`src/ems_pkg.sv`:
```
// Shared types, constants and helpers for the enumerative syndrome decoder.
package ems_pkg;

  localparam int unsigned DefNumBits      = 32;
  localparam int unsigned DefNumChecks    = 16;
  localparam int unsigned DefNumLogical   = 4;
  localparam int unsigned DefMaxWeight    = 4;

  localparam int unsigned ScoreW  = 40;
  localparam int unsigned FactorW = 16;
  localparam int unsigned ProdW   = 17;
  localparam logic [ProdW-1:0] Q16One = 17'h10000;
  localparam logic [ScoreW-1:0] ScoreMax = {ScoreW{1'b1}};

  // Command codes of an input beat.
  localparam logic CmdLoad   = 1'b0;
  localparam logic CmdDecode = 1'b1;

  // Register indexes on the configuration port.
  localparam logic [1:0] RegBitsInUse    = 2'd0;
  localparam logic [1:0] RegChecksInUse  = 2'd1;
  localparam logic [1:0] RegLogicalInUse = 2'd2;
  localparam logic [1:0] RegMaxWeight    = 2'd3;

  typedef enum logic [3:0] {
    ST_IDLE,
    ST_VISIT,
    ST_ACCUM,
    ST_NEXT,
    ST_UP,
    ST_LOAD,
    ST_SCAN_RD,
    ST_SCAN_CMP,
    ST_DONE
  } state_t;

  typedef struct packed {
    logic [5:0] bits_in_use;
    logic [4:0] checks_in_use;
    logic [2:0] logical_in_use;
    logic [2:0] weight_limit;
  } cfg_t;

  // Commands to the class accumulator memory.
  typedef struct packed {
    logic             clear;
    logic             rd;
    logic             add;
    logic [7:0]       addr;
    logic [ProdW-1:0] value;
  } acc_ctl_t;

  typedef struct packed {
    logic [7:0]        cls;
    logic              found;
    logic [ScoreW-1:0] score;
  } result_t;

  // Reverse the low len bits of k: logical row 0 becomes the most significant.
  function automatic logic [7:0] rev_class(input logic [7:0] k, input logic [3:0] len);
    logic [7:0] r;
    int         idx;
    r = '0;
    for (int b = 0; b < 8; b++) begin
      idx = int'(len) - 1 - b;
      if ((b < int'(len)) && k[b]) begin
        r[idx[2:0]] = 1'b1;
      end
    end
    return r;
  endfunction

endpackage

```
`src/ems_store.sv`:
```
// Column and factor memory, one write port and one registered read port.
module ems_store import ems_pkg::*; #(
  parameter int unsigned NUM_BITS    = DefNumBits,
  parameter int unsigned NUM_CHECKS  = DefNumChecks,
  parameter int unsigned NUM_LOGICAL = DefNumLogical
) (
  input  logic                                clk,
  input  logic                                wr_en,
  input  logic [$clog2(NUM_BITS)-1:0]         wr_addr,
  input  logic [NUM_CHECKS+NUM_LOGICAL-1:0]   wr_column,
  input  logic [FactorW-1:0]                  wr_factor,
  input  logic [$clog2(NUM_BITS)-1:0]         rd_addr,
  output logic [NUM_CHECKS+NUM_LOGICAL-1:0]   rd_column,
  output logic [FactorW-1:0]                  rd_factor
);

  localparam int unsigned EntryW = NUM_CHECKS + NUM_LOGICAL + FactorW;

  logic [EntryW-1:0] mem [NUM_BITS];

  // Write on load beats; read every cycle through a registered read port.
  always_ff @(posedge clk) begin
    if (wr_en) begin
      mem[wr_addr] <= {wr_column, wr_factor};
    end
    {rd_column, rd_factor} <= mem[rd_addr];
  end

endmodule

```
`src/ems_accum.sv`:
```
// Class likelihood memory with seen flags and a saturating add on write-back.
module ems_accum import ems_pkg::*; #(
  parameter int unsigned NUM_LOGICAL = DefNumLogical
) (
  input  logic              clk,
  input  logic              rst,
  input  acc_ctl_t          ctl,
  output logic              rd_seen,
  output logic [ScoreW-1:0] rd_score
);

  localparam int unsigned ClassN = 1 << NUM_LOGICAL;

  logic [ScoreW-1:0]      mem [ClassN];
  logic [ClassN-1:0]      seen;
  logic [ScoreW-1:0]      rdata;
  logic                   rseen;
  logic [NUM_LOGICAL-1:0] addr;
  logic [ScoreW:0]        sum;

  assign addr = ctl.addr[NUM_LOGICAL-1:0];

  // An entry not seen since the last clear reads as zero.
  assign rd_seen  = rseen;
  assign rd_score = rseen ? rdata : '0;

  assign sum = {1'b0, rd_score} + (ScoreW+1)'(ctl.value);

  // Read-modify-write: a read is always issued the cycle before its add.
  always_ff @(posedge clk) begin
    if (ctl.rd) begin
      rdata <= mem[addr];
    end
    if (ctl.add) begin
      mem[addr] <= sum[ScoreW] ? ScoreMax : sum[ScoreW-1:0];
    end
  end

  // Seen flags clear at reset and at the start of every decode.
  always_ff @(posedge clk) begin
    if (rst) begin
      seen  <= '0;
      rseen <= 1'b0;
    end else begin
      if (ctl.rd) begin
        rseen <= seen[addr];
      end
      if (ctl.clear) begin
        seen <= '0;
      end else if (ctl.add) begin
        seen[addr] <= 1'b1;
      end
    end
  end

endmodule

```
`src/ems_enum.sv`:
```
// Pattern enumeration sequencer: depth-first walk, accumulation and final scan.
module ems_enum import ems_pkg::*; #(
  parameter int unsigned NUM_BITS         = DefNumBits,
  parameter int unsigned NUM_CHECKS       = DefNumChecks,
  parameter int unsigned NUM_LOGICAL      = DefNumLogical,
  parameter int unsigned MAX_WEIGHT_BOUND = DefMaxWeight
) (
  input  logic                              clk,
  input  logic                              rst,
  input  cfg_t                              cfg,
  input  logic                              start,
  input  logic [NUM_CHECKS-1:0]             syndrome,
  output logic [$clog2(NUM_BITS)-1:0]       store_addr,
  input  logic [NUM_CHECKS+NUM_LOGICAL-1:0] store_column,
  input  logic [FactorW-1:0]                store_factor,
  output acc_ctl_t                          acc_ctl,
  input  logic                              acc_seen,
  input  logic [ScoreW-1:0]                 acc_score,
  output logic                              busy,
  output logic                              done,
  input  logic                              done_ack,
  output result_t                           result
);

  localparam int unsigned IW = $clog2(NUM_BITS);
  localparam int unsigned NW = $clog2(NUM_BITS + 1);
  localparam int unsigned DW = $clog2(MAX_WEIGHT_BOUND + 1);
  localparam int unsigned CW = NUM_CHECKS;
  localparam int unsigned LW = NUM_LOGICAL;
  localparam int unsigned AW = CW + LW;

  state_t state, state_next;

  logic [IW-1:0]    pos      [MAX_WEIGHT_BOUND+1];
  logic [AW-1:0]    acc_stk  [MAX_WEIGHT_BOUND+1];
  logic [ProdW-1:0] prod_stk [MAX_WEIGHT_BOUND+1];
  logic [DW-1:0]    d;
  logic [CW-1:0]    target;
  logic [LW:0]      scan_k;
  logic [7:0]       scan_cls;
  logic             found;
  logic [7:0]       best_cls;
  logic [ScoreW-1:0] win_score;

  logic [NW-1:0]    n_eff;
  logic [DW-1:0]    w_eff;
  logic [3:0]       l_eff;
  logic [CW-1:0]    chk_mask;
  logic [LW-1:0]    log_mask;
  logic [DW-1:0]    dm1;
  logic [NW-1:0]    child_start;
  logic [NW-1:0]    sibling;
  logic             match;
  logic [LW-1:0]    cls;
  logic [ProdW+FactorW-1:0] mult;
  logic [7:0]       bits8;
  logic [3:0]       weight4;
  logic [3:0]       logical4;

  // Register values clamped to the built sizes, and row masks.
  always_comb begin
    bits8    = {2'b00, cfg.bits_in_use};
    weight4  = {1'b0, cfg.weight_limit};
    logical4 = {1'b0, cfg.logical_in_use};
    n_eff = (bits8 > 8'(NUM_BITS)) ? NW'(NUM_BITS) : NW'(bits8);
    w_eff = (weight4 > 4'(MAX_WEIGHT_BOUND)) ? DW'(MAX_WEIGHT_BOUND) : DW'(weight4);
    l_eff = (logical4 > 4'(NUM_LOGICAL)) ? 4'(NUM_LOGICAL) : logical4;
    for (int i = 0; i < CW; i++) begin
      chk_mask[i] = (i < int'(cfg.checks_in_use));
    end
    for (int i = 0; i < LW; i++) begin
      log_mask[i] = (i < int'(cfg.logical_in_use));
    end
  end

  // Current node: match test, class and the candidate next positions.
  always_comb begin
    dm1         = (d == '0) ? '0 : d - 1'b1;
    child_start = (d == '0) ? '0 : NW'(pos[dm1]) + 1'b1;
    sibling     = NW'(pos[dm1]) + 1'b1;
    match       = ((acc_stk[d][CW-1:0] ^ target) & chk_mask) == '0;
    cls         = acc_stk[d][CW +: LW] & log_mask;
    mult        = prod_stk[dm1] * store_factor;
  end

  // State register.
  always_ff @(posedge clk) begin
    if (rst) begin
      state <= ST_IDLE;
    end else begin
      state <= state_next;
    end
  end

  // Next state and memory commands.
  always_comb begin
    state_next    = state;
    store_addr    = '0;
    acc_ctl       = '0;
    done          = 1'b0;
    unique case (state)
      ST_IDLE: begin
        if (start) begin
          acc_ctl.clear = 1'b1;
          state_next    = ST_VISIT;
        end
      end
      ST_VISIT: begin
        if (match) begin
          acc_ctl.rd   = 1'b1;
          acc_ctl.addr = 8'(cls);
          state_next   = ST_ACCUM;
        end else begin
          state_next = ST_NEXT;
        end
      end
      ST_ACCUM: begin
        acc_ctl.add   = 1'b1;
        acc_ctl.addr  = 8'(cls);
        acc_ctl.value = prod_stk[d];
        state_next    = ST_NEXT;
      end
      ST_NEXT: begin
        if ((d < w_eff) && (child_start < n_eff)) begin
          store_addr = child_start[IW-1:0];
          state_next = ST_LOAD;
        end else begin
          state_next = ST_UP;
        end
      end
      ST_UP: begin
        if (d == '0) begin
          state_next = ST_SCAN_RD;
        end else if (sibling < n_eff) begin
          store_addr = sibling[IW-1:0];
          state_next = ST_LOAD;
        end
      end
      ST_LOAD: begin
        state_next = ST_VISIT;
      end
      ST_SCAN_RD: begin
        acc_ctl.rd   = 1'b1;
        acc_ctl.addr = rev_class(8'(scan_k[LW-1:0]), l_eff);
        state_next   = ST_SCAN_CMP;
      end
      ST_SCAN_CMP: begin
        if (9'(scan_k) + 9'd1 == (9'd1 << l_eff)) begin
          state_next = ST_DONE;
        end else begin
          state_next = ST_SCAN_RD;
        end
      end
      ST_DONE: begin
        done = 1'b1;
        if (done_ack) begin
          state_next = ST_IDLE;
        end
      end
      default: state_next = ST_IDLE;
    endcase
  end

  // Walk state: depth, positions and the per-depth partial column and product.
  always_ff @(posedge clk) begin
    if (rst) begin
      d <= '0;
    end else begin
      unique case (state)
        ST_IDLE: begin
          if (start) begin
            d           <= '0;
            acc_stk[0]  <= '0;
            prod_stk[0] <= Q16One;
            target      <= syndrome & chk_mask;
          end
        end
        ST_NEXT: begin
          if ((d < w_eff) && (child_start < n_eff)) begin
            pos[d] <= child_start[IW-1:0];
            d      <= d + 1'b1;
          end
        end
        ST_UP: begin
          if (d != '0) begin
            if (sibling < n_eff) begin
              pos[dm1] <= sibling[IW-1:0];
            end else begin
              d <= dm1;
            end
          end
        end
        ST_LOAD: begin
          acc_stk[d]  <= acc_stk[dm1] ^ store_column;
          prod_stk[d] <= mult[FactorW +: ProdW];
        end
        default: ;
      endcase
    end
  end

  // Final scan over the classes in tie-break order.
  always_ff @(posedge clk) begin
    if (rst) begin
      scan_k <= '0;
      found  <= 1'b0;
    end else begin
      unique case (state)
        ST_UP: begin
          if (d == '0) begin
            scan_k    <= '0;
            found     <= 1'b0;
            best_cls  <= '0;
            win_score <= '0;
          end
        end
        ST_SCAN_RD: begin
          scan_cls <= rev_class(8'(scan_k[LW-1:0]), l_eff);
        end
        ST_SCAN_CMP: begin
          scan_k <= scan_k + 1'b1;
          if (acc_seen && (!found || (acc_score > win_score))) begin
            found     <= 1'b1;
            best_cls  <= scan_cls;
            win_score <= acc_score;
          end
        end
        default: ;
      endcase
    end
  end

  assign busy         = (state != ST_IDLE);
  assign result.cls   = best_cls;
  assign result.found = found;
  assign result.score = win_score;

endmodule

```
`src/enumerative_ml_syndrome_decoder_top.sv`:
```
// Top level: configuration port, input and output beats, memory and sequencer.
//
//   channel  | handshake          | payload
//   ---------+--------------------+--------------------------------------------
//   in       | in_valid, in_stall | command, column_index, column_checks,
//            |                    | column_logical, bit_factor, syndrome
//   out      | out_valid,out_stall| logical_estimate, found, class_score
//   config   | psel, penable, ... | bits_in_use, checks_in_use, logical_in_use,
//            |                    | weight_limit at byte addresses 0, 4, 8, 12
//
// A load beat writes the column memory directly. A decode goes through each
// visited pattern in order (column memory read, partial column and product,
// match test, step to the next pattern), adds an accumulator write-back for
// each matching pattern, then reads every logical class for the final scan.
// in_stall is high while a decode runs; a finished result waits in the output
// register, and a new decode may finish only once that register is free.
// Reset is synchronous and clears control state and the class seen flags.
module enumerative_ml_syndrome_decoder_top import ems_pkg::*; #(
  parameter int unsigned NUM_BITS         = DefNumBits,
  parameter int unsigned NUM_CHECKS       = DefNumChecks,
  parameter int unsigned NUM_LOGICAL      = DefNumLogical,
  parameter int unsigned MAX_WEIGHT_BOUND = DefMaxWeight
) (
  input  logic        clk,
  input  logic        rst,
  input  logic        psel,
  input  logic        penable,
  input  logic        pwrite,
  input  logic [3:0]  paddr,
  input  logic [31:0] pwdata,
  output logic [31:0] prdata,
  output logic        pready,
  input  logic        in_valid,
  output logic        in_stall,
  input  logic        command,
  input  logic [4:0]  column_index,
  input  logic [15:0] column_checks,
  input  logic [3:0]  column_logical,
  input  logic [15:0] bit_factor,
  input  logic [15:0] syndrome,
  output logic        out_valid,
  input  logic        out_stall,
  output logic [3:0]  logical_estimate,
  output logic        found,
  output logic [39:0] class_score
);

  localparam int unsigned IW = $clog2(NUM_BITS);
  localparam int unsigned AW = NUM_CHECKS + NUM_LOGICAL;

  cfg_t          cfg;
  logic          accept;
  logic          busy;
  logic          done;
  logic          done_ack;
  result_t       result;
  logic          store_wr;
  logic [63:0]   checks_ext;
  logic [63:0]   syn_ext;
  logic [7:0]    logical_ext;
  logic [7:0]    estimate_ext;
  logic [IW-1:0] store_addr;
  logic [AW-1:0] store_column;
  logic [FactorW-1:0] store_factor;
  acc_ctl_t      acc_ctl;
  logic          acc_seen;
  logic [ScoreW-1:0] acc_score;

  // Configuration registers.
  assign pready = 1'b1;

  always_ff @(posedge clk) begin
    if (rst) begin
      cfg.bits_in_use    <= 6'd32;
      cfg.checks_in_use  <= 5'd16;
      cfg.logical_in_use <= 3'd4;
      cfg.weight_limit   <= 3'd2;
    end else if (psel && penable && pwrite) begin
      unique case (paddr[3:2])
        RegBitsInUse:    cfg.bits_in_use    <= pwdata[5:0];
        RegChecksInUse:  cfg.checks_in_use  <= pwdata[4:0];
        RegLogicalInUse: cfg.logical_in_use <= pwdata[2:0];
        RegMaxWeight:    cfg.weight_limit   <= pwdata[2:0];
      endcase
    end
  end

  always_comb begin
    unique case (paddr[3:2])
      RegBitsInUse:    prdata = {26'd0, cfg.bits_in_use};
      RegChecksInUse:  prdata = {27'd0, cfg.checks_in_use};
      RegLogicalInUse: prdata = {29'd0, cfg.logical_in_use};
      RegMaxWeight:    prdata = {29'd0, cfg.weight_limit};
    endcase
  end

  // Input beats: loads write the column memory, decodes start the sequencer.
  assign in_stall    = busy;
  assign accept      = in_valid && !in_stall;
  assign store_wr    = accept && (command == CmdLoad) && (32'(column_index) < NUM_BITS);
  assign checks_ext  = {48'd0, column_checks};
  assign syn_ext     = {48'd0, syndrome};
  assign logical_ext = {4'd0, column_logical};

  ems_store #(
    .NUM_BITS    (NUM_BITS),
    .NUM_CHECKS  (NUM_CHECKS),
    .NUM_LOGICAL (NUM_LOGICAL)
  ) u_store (
    .clk       (clk),
    .wr_en     (store_wr),
    .wr_addr   (IW'(column_index)),
    .wr_column ({logical_ext[NUM_LOGICAL-1:0], checks_ext[NUM_CHECKS-1:0]}),
    .wr_factor (bit_factor),
    .rd_addr   (store_addr),
    .rd_column (store_column),
    .rd_factor (store_factor)
  );

  ems_accum #(
    .NUM_LOGICAL (NUM_LOGICAL)
  ) u_accum (
    .clk      (clk),
    .rst      (rst),
    .ctl      (acc_ctl),
    .rd_seen  (acc_seen),
    .rd_score (acc_score)
  );

  ems_enum #(
    .NUM_BITS         (NUM_BITS),
    .NUM_CHECKS       (NUM_CHECKS),
    .NUM_LOGICAL      (NUM_LOGICAL),
    .MAX_WEIGHT_BOUND (MAX_WEIGHT_BOUND)
  ) u_enum (
    .clk          (clk),
    .rst          (rst),
    .cfg          (cfg),
    .start        (accept && (command == CmdDecode)),
    .syndrome     (syn_ext[NUM_CHECKS-1:0]),
    .store_addr   (store_addr),
    .store_column (store_column),
    .store_factor (store_factor),
    .acc_ctl      (acc_ctl),
    .acc_seen     (acc_seen),
    .acc_score    (acc_score),
    .busy         (busy),
    .done         (done),
    .done_ack     (done_ack),
    .result       (result)
  );

  // Output register.
  assign done_ack = !out_valid || !out_stall;

  always_ff @(posedge clk) begin
    if (rst) begin
      out_valid <= 1'b0;
    end else if (done && done_ack) begin
      out_valid <= 1'b1;
    end else if (!out_stall) begin
      out_valid <= 1'b0;
    end
  end

  always_ff @(posedge clk) begin
    if (done && done_ack) begin
      estimate_ext <= result.cls;
      found        <= result.found;
      class_score  <= result.score;
    end
  end

  assign logical_estimate = estimate_ext[3:0];

endmodule

```
`config.mk`:
```
export PLATFORM = sky130hd
export DESIGN_NAME = enumerative_ml_syndrome_decoder_top
export DESIGN_NICKNAME = d
export VERILOG_FILES = /design/src/ems_pkg.sv /design/src/ems_store.sv /design/src/ems_accum.sv /design/src/ems_enum.sv /design/src/enumerative_ml_syndrome_decoder_top.sv
export SDC_FILE = /design/constraint.sdc
export NUM_CORES = 2
export LEC_CHECK = 0
export BUFFER_PORTS_ARGS = -buffer_cell sky130_fd_sc_hd__buf_2
export CAP_MARGIN = 40
export CORE_AREA = 3 3 340 594
export CTS_BUF_LIST = sky130_fd_sc_hd__clkbuf_2
export DETAILED_ROUTE_END_ITERATION = 16
export DIE_AREA = 0 0 343 597
export PLACE_DENSITY_LB_ADDON = 0.2
export REMOVE_ABC_BUFFERS = 1
export SYNTH_ARGS = -nofsm -noshare
export SYNTH_HDL_FRONTEND = slang
export SYNTH_SLANG_ARGS = --single-unit
```
`constraint.sdc`:
```
create_clock -name clk -period 15.2 [get_ports clk]
set_input_delay 0.76 -clock clk [delete_from_list [all_inputs] [get_ports clk]]
set_output_delay 0.76 -clock clk [all_outputs]
set_load 0.01 [all_outputs]
```
==> reports/metrics.csv <==
metric;value;unit
outcome;finished, final reports clean;
async set-reset flop share out of synthesis;0;
Maximum Capacitance Violations;0;
critical path required time;16.50;ns
Pre-Repair DR Iteration Count;8;
Die X-Extent;343;um
final setup vio count;0;
#FFs+latches synth;2238;
Slew Viols, Final;0;
final RePlAce weighted congestion;0.867;
YS warnings;0;
remaining antenna violation count;0;
largest net degree at the start of global routing;184;
wire length of the first global-routing pass;399000;um
Finished Cell Area;109000;um2
fraction of layout cells with a size suffix above 1;0.166;
WP data arrival;12.20;ns
vias in the first global route;63200;
CP Class;reg -> reg;
commonest non-fill, non-tap cell in the layout;edfxtp_1;
final hold violation count;0;
Placed Area;103000;um2
IO Port Bufs;125;
most frequent cells in the layout;2151 x edfxtp_1, 878 x nand2_1, 691 x clkbuf_2, 406 x mux2i_1, 331 x inv_1;
clock root buffer;clkbuf_2;
HP Class;in -> reg;
synth unique cells;76;
Clock Skews;0.260;ns
Crit. End Element;flip-flop;
GRT Util Overall;0.264;
Non-Filler Instances;10500;
TritonCTS Buffers;479;
Tcrit/Tclk final;0.717;
1st-iter DRT viols;5334;
dpl cells;9469;
CP Max Fanout;60;
Post-Syn Instances;6918;
I/O Pins;181;
DRC violations left;0;
per-cell routed wire length;26.1;um
clock buffer depth;4;
Synth Area per Inst;14.3;um2
Rel. slew slack;0.257;
Worst Setup Start Kind;flip-flop;
Final Critical Period;10.90;ns
area delta synth->final;10.8;%
Initial Util;0.498;
die height;597;um
Layout Nets;7977;
clock-pin slew on the worst setup and hold paths;0.11;ns
RSZ-0062 raised after global routing;no;
Worst-Skew Late Latency;1.75;ns
Max Fclk;91.8;MHz
cell repeated most along the worst path;fa_1;
post-CTS sizing;0;
initial antenna violation count;30;
Vias;61500;
total core area;198000;um2
Cell Area, Synth;98600;um2
via density per instance;5.86;
CTS tree;built;
Top FF cell, synth;edfxtp_1;
overall routed net length;273000;um
Crit-path slowest cell;buf_4;
Post-synth EDFFs;2151;
number of core rows;216;
detailed placement HPWL;164000;um
gr ovfl total;0;
H-Tree Level Count;5;
Worst-Margin Slew;1.11;ns
clk sinks;2238;
CP peak stage delay;0.69;ns
die footprint;205000;um2
register area share after synthesis;0.673;
==> worst max-delay path, delay by kind of cell, from the launching register on <==
family / cells / cell delay [ns]
compound gates: 8 / 2.68
xor+xnor: 1 / 0.17
flops: 1 / 0.60
fa+ha+maj: 8 / 3.36
simple gates: 6 / 1.79
buf+inv: 8 / 1.95
==> stage by stage <==
stage	setup WS, ns	utilization	hold slack [ns]	TNS [ns]
after floorplan	-8.82	-	0.400	-2847.61
after global placement	4.27	0.519	0.414	0
after detailed placement	4.30	0.522	0.416	0
after CTS	4.24	0.551	0.00228	0
after global routing	3.80	0.552	0.0457	0
final	4.30	0.552	0.187	0
==> cells in the mapped netlist (40+ instances only) <==
cell type  count  area [um2]
edfxtp_1    2151       64600
nand2_1      887        3330
mux2i_1      407        4070
nor2_1       352        1320
inv_1        332        1250
clkbuf_1     266         998
fa_1         208        4160
a21oi_1      189         946
ha_1         183        2290
and2_1       178        1110
nand3_1      169         846
o211ai_1     154        1160
o22ai_1      151         945
dfxtp_1       87        1740
a31oi_1       84         526
o21ai_0       82         410
mux2_1        76         856
mux2_2        76         856
nor3_1        62         310
a211oi_1      55         413
buf_2         52         260
a221oi_1      46         403
xor2_1        42         368
a311oi_1      40         350
mux4_2        40         901
nor2b_1       40         250
==> layout make-up <==
cell class | instances | area (um2)
fillers | 16300 | 88600
flip-flops and latches | 2238 | 66300
clock inverters | 164 | 973
well taps | 2616 | 3270
multi-input cells | 3971 | 29900
inverters | 334 | 1260
clock buffers | 690 | 3450
diodes | 17 | 42.5
repair buffers | 461 | 3980
==> final timing paths <==
kind	from	to	slack (ns)	cells after the start
worst max-delay path	u_enum.d[0]$_SDFFE_PP0P_	u_enum.prod_stk[0][15]$_DFFE_PP_	4.30	31
worst min-delay path	syndrome[12]	u_enum.target[12]$_DFFE_PP_	0.19	3
worst min register to register	u_enum.best_cls[2]$_SDFFCE_PN0P_	estimate_ext[2]$_DFFE_PP_	0.41	0
worst max register to register	u_enum.d[0]$_SDFFE_PP0P_	u_enum.prod_stk[0][15]$_DFFE_PP_	4.30	31
==> flip-flops by register name, summed over array words and instances, names as in the netlist, named ones only <==
name	count
class_score	40
u_enum.scan_k	5
u_enum.win_score	40
cfg	17
u_store.rd_column	20
u_enum.d	3
u_accum.seen	16
u_enum.prod_stk	85
out_valid	1
u_enum.target	16
u_enum.scan_cls	4
u_accum.mem	640
u_enum.state	4
u_enum.pos	25
u_accum.rdata	40
u_enum.best_cls	4
u_enum.acc_stk	100
estimate_ext	4
u_enum.found	1
u_store.rd_factor	16
found	1
u_store.mem	1152
u_accum.rd_seen	1
==> cells by family after synthesis <==
logic type / Yosys count / synth area share
compound gates: 1057 / 0.0739
buf+inv: 734 / 0.0308
other cells: 2 / 0.0000762
xor+xnor: 76 / 0.00675
fa+ha+maj: 391 / 0.0655
flops: 2238 / 0.673
simple gates: 1812 / 0.0810
mux: 608 / 0.0692
==> per-layer routing <==
| metal | vias to the layer above | wire length (um) | GRT usage | share of wire |
|---|---|---|---|---|
| met3 | 673 | 18000 | 0.0436 | 0.066 |
| li1 | 27200 | - | - | - |
| met5 | - | 85 | 0 | 0.00031 |
| met1 | 31100 | 97300 | 0.300 | 0.36 |
| met2 | 2560 | 145000 | 0.483 | 0.53 |
| met4 | 12 | 12900 | 0.121 | 0.047 |
==> what timing repair did <==
| action | 4_1_cts | 5_1_grt |
|---|---|---|
| buffers inserted | 0 | 0 |
| hold buffers | 136 | 0 |
| endpoints found under the hold margin | 1688 | 0 |
Power is left out: the tool's default activity adds up to more than one toggle a clock period on the data nets, which glitch-free logic cannot reach.
